## src/hdl/ihp_ram.sv

```systemverilog
// Generic single-write, single-read RAM with registered read data.
module ihp_ram #(
    parameter int WIDTH = 8,
    parameter int DEPTH = 16
) (
    input  logic                     clk,
    input  logic                     we,
    input  logic [$clog2(DEPTH)-1:0] waddr,
    input  logic [WIDTH-1:0]         wdata,
    input  logic [$clog2(DEPTH)-1:0] raddr,
    output logic [WIDTH-1:0]         rdata
);

    logic [WIDTH-1:0] mem [DEPTH];

    // Write port
    always_ff @(posedge clk)
    begin
        if (we)
        begin
            mem[waddr] <= wdata;
        end
    end

    // Registered read port
    always_ff @(posedge clk)
    begin
        rdata <= mem[raddr];
    end

endmodule

```

## config.mk

```make
export PLATFORM = sky130hd
export DESIGN_NAME = ihp_ram
export DESIGN_NICKNAME = d
export VERILOG_FILES = /design/src/hdl/ihp_ram.sv
export SDC_FILE = /design/constraint.sdc
export NUM_CORES = 1
export LEC_CHECK = 0
export ABC_AREA = 1
export BUFFER_PORTS_ARGS = -buffer_cell sky130_fd_sc_hd__buf_2
export CORE_MARGIN = 3
export CORE_UTILIZATION = 43
export CTS_CLUSTER_SIZE = 25
export DETAILED_ROUTE_END_ITERATION = 12
export GPL_TIMING_DRIVEN = 0
export PLACE_DENSITY = 0.66
export SETUP_SLACK_MARGIN = 0.5
export SLEW_MARGIN = 20
export SYNTH_ARGS = -nofsm -noshare
export SYNTH_HDL_FRONTEND = slang
export SYNTH_SLANG_ARGS = --single-unit
export TNS_END_PERCENT = 5
```

## constraint.sdc

```tcl
create_clock -name clk -period 1.3 [get_ports clk]
set_clock_uncertainty 0.2 [all_clocks]
set_input_delay 0.13 -clock clk [delete_from_list [all_inputs] [get_ports clk]]
set_output_delay 0.13 -clock clk [all_outputs]
set_load 0.005 [all_outputs]
```

=== Word level (Yosys, flattened, before mapping) ===
Memory sizes are Yosys's and may differ from the RTL's. A register that Yosys moved wholly into a read port is not among the register bits.
Cells that the tools add are included.

* Register bits: 0
* RAM bits: 128
* Word-level logic and storage cells: 3
* Memories kept: 1
* Output and inout bits: 8

* Mux-type cells: 2

{| class="wikitable"
|+ Memories
! name !! words !! width !! rd ports !! clocked after memory_dff !! wr ports !! line !! source
|-
| mem || 16 || 8 || 1 || 1 || 1 || 14 || <nowiki>logic [WIDTH-1:0] mem [DEPTH];</nowiki>
|}

{| class="wikitable"
|+ Operator list
! kind !! number
|-
| 2-to-1 mux 1 bit || 2
|}

=== Depth between registers and ports, before layout ===
* Depth in word-level cells: 2
* Depth in mapped cells: 8
* Depth with buffers taken out: 7

=== Least setup slack after synthesis ===
OpenSTA, ideal clock, no wires.

* Kind: input-to-reg
* Start: input port waddr[3]
* End: memory mem[4][0] (enable)
* Required time: 730 ps
* Library setup time: 370 ps
* Data arrival time: 711 ps
* Path buffers: 0
* Stages: 2
* Slack: 19 ps
* Cells stage by stage: nand3b_1 > nor2_1

{| class="wikitable"
|+ RTL lines
! element !! line !! source
|-
| start: declaration || 8 || <nowiki>input logic [$clog2(DEPTH)-1:0] waddr,</nowiki>
|-
| end: declaration || 14 ||
|}

Straight into the memory's write port.

==> results by group <==
STA
  – Fin crit period: 1.20 ns
  – # setup viols final: 0
  – Slew Limit Headroom: 57.6%
  – Final period util: 92.1%
  – RSZ-0062 raised after global routing: true
  – Max Slew Vio Count: 0
  – Endpoints failing hold: roughly 130
  – Max frequency: 835 MHz
  – WHS: -0.0548 ns
  – Post-Route Setup TNS: 0 ns
  – Slew @ Worst Pin: 0.636 ns

Global route
  – Initial antenna violation count: 0
  – First-pass GRT wire length: between 20000 and 25000 um
  – Largest net degree at the start of global routing: 17
  – Number of global-route vias before repair: between 3000 and 4000
  – Total GRT Usage: 19.6%
  – Grt ovf: 0

Power
  – Leakage power: approximately 3.0 nW
  – Max VDD drop: 0.827 mV
  – Power density over the cells: 1470 nW/um^2

Clock tree
  – Htree depth: 4
  – Worst-path clk slew: 0.06 ns
  – Clock Path Buffers: 2
  – Clock latency at the later pin of the worst-skew pair: 0.42 ns
  – TritonCTS Sinks: 136
  – CTS Buf Count: 17
  – CTS tree: done
  – Root buffer cell: clkbuf_16

Placed design
  – RD Place Congestion: 0.876
  – Cell Area, Placed: 6130 sq um
  – Dpl hpwl: 8940 um
  – Buffers on Ports: 22

Final layout
  – Final core area utilization: between 50% and 60%
  – Ratio of cells with drive above 1 in the final layout: 22.9%
  – Final instance area: 7120 sq um
  – Fill count: 1066
  – Post-layout nets: 621
  – Syn-to-layout area delta: 23.5%
  – N_diodes: 0

Critical path
  – Worst Path Arrival: 1.29 ns
  – Critical Path Start: mem[15][7]
  – Setup crit start kind: flip-flop
  – RR Startpoint: mem[15][7]
  – CP Capture Type: flip-flop
  – Data required time of the worst path: 1.39 ns
  – Max FO, Critical Path: 1
  – Critical setup path kind: flip-flop to flip-flop

Yosys
  – Synth top area cells: edfxtp_1 (67%), nand2_1 (11%), nand3_1 (8.4%)
  – FFs w/ async S/R, synth: 0%
  – Top-area cell type share of the netlist area: 66.7%
  – Synth unique cells: 12
  – Cell area after synthesis: about 5800 sq um
  – Average size of a mapped cell: about 10 sq um
  – Synth top cells by count: nand2_1 (173), edfxtp_1 (128), inv_1 (100)
  – Net Count, Synth: roughly 570
  – Ys Warns: 0
  – Syn Inst Count: 551
  – Primary FF master, synth: edfxtp_1
  – Most frequent cell after synthesis: nand2_1
  – Sequential share of the synthesized area: 69.4%
  – Leading area contributor after synthesis: edfxtp_1
  – Post-synth EDFFs: 128
  – #FFs+latches synth: 136

Detailed routing
  – Final ANT Viol Nets: 0
  – Drt first-iter violations: ~380
  – DRC: 0
  – Drt total wl: 13900 um
  – Via count: roughly 3900
  – Pre-antenna DRT Iters: 5
  – Via density: between 4 and 5
  – Wirelength per Cell: about 18 um

Hold path
  – Min-Delay Path Class: primary input to flip-flop
  – Hold path start: raddr[2]

Floorplan
  – Core area: 12900 sq um
  – Initial Util: between 40% and 50%
  – FP Rows: 41
  – Die H: 122 um
  – Die area: 14800 sq um
  – Die width: 122 um
  – Io pins: 26

Job
  – Max-cap violations: 0

Outcome
  – Status: finished with violations
  – Failing checks: hold timing
## flip-flops by register name (all words and copies together), names as in the netlist
signal / cells
mem: 128
rdata: 8
## cell families after synthesis
logic type	after synthesis	synth area share (%)
buffers and inverters	126	9.52
flip-flops	136	69.4
AND/OR/NAND/NOR	289	21.0
## layout by cell type (no fill, tap or decap), types with 7 or more instances in the layout
master / instances
buf_2: 33
nand2_2: 7
dfxtp_1: 8
nor2_4: 12
nand2_1: 165
inv_1: 98
buf_6: 8
buf_4: 10
edfxtp_1: 128
clkbuf_16: 17
nand3_1: 68
nand3_2: 29
## power breakdown
| group | total (W) | switching, W | internal [W] | leakage [nW] |
|---|---|---|---|---|
| registers | 0.00493 | 0.0000233 | 0.00490 | 1.22 |
| clock network | 0.00483 | 0.00166 | 0.00316 | 0.291 |
| logic | 0.000738 | 0.000507 | 0.000230 | 1.53 |
| total | 0.0105 | 0.00219 | 0.00830 | 3.04 |
## final timing paths
check	endpoint	slack, ns	depth (start not counted)
worst max-delay path	rdata[7]	0.10	6
worst min-delay path	rdata[3]	-0.05	4
worst max register to register	rdata[7]	0.10	6
worst min register to register	rdata[0]	0.51	6
## routing by layer
layer	routed length (um)	GRT usage, %	up-vias
li1	-	-	1879
met1	6130	27.0	1825
met2	6550	30.6	134
met3	852	3.67	22
met4	333	8.26	0
met5	0	0	-
## per-stage QoR
stage / instances / total power, W / worst slack, ns / hold slack (ns)
2_1_floorplan: 551 / 0.00537 / 0.0964 / 0.0289
5_1_grt: 788 / 0.0108 / 0.0612 / -0.0557
3_5_place_dp: 745 / 0.00565 / -0.364 / 0.307
6_report: 788 / 0.0105 / 0.102 / -0.0548
4_1_cts: 787 / 0.0105 / 0.127 / -0.0739
3_3_place_gp: 745 / 0.00564 / -0.325 / 0.309
## layout make-up
cell class / count / area (sq um) / area share, %
buffer: 24 / 166 / 2.34
clock buffer: 25 / 485 / 6.81
clock inverter: 7 / 116 / 1.63
inverter: 102 / 383 / 5.37
multi-input combinational: 289 / 1490 / 20.9
sequential: 136 / 4000 / 56.2
tap: 172 / 215 / 3.02
timing repair buffer: 33 / 268 / 3.76
## worst max-delay path: stages (launching register included)
cell      delay [ns]
edfxtp_1        0.37
inv_1           0.06
nand2_1         0.04
nand3_1         0.08
nand3_1         0.12
nand3_2         0.12
nand2_2         0.08
## what timing repair did
action                                  in CTS  in global routing
endpoints found under the hold margin      134                131
endpoints found under the setup margin     144                144
gates resized for setup                     25                 31
pin swaps                                    9                  9
buffers inserted                            10                  1
Power figures use the tool's default switching activity.
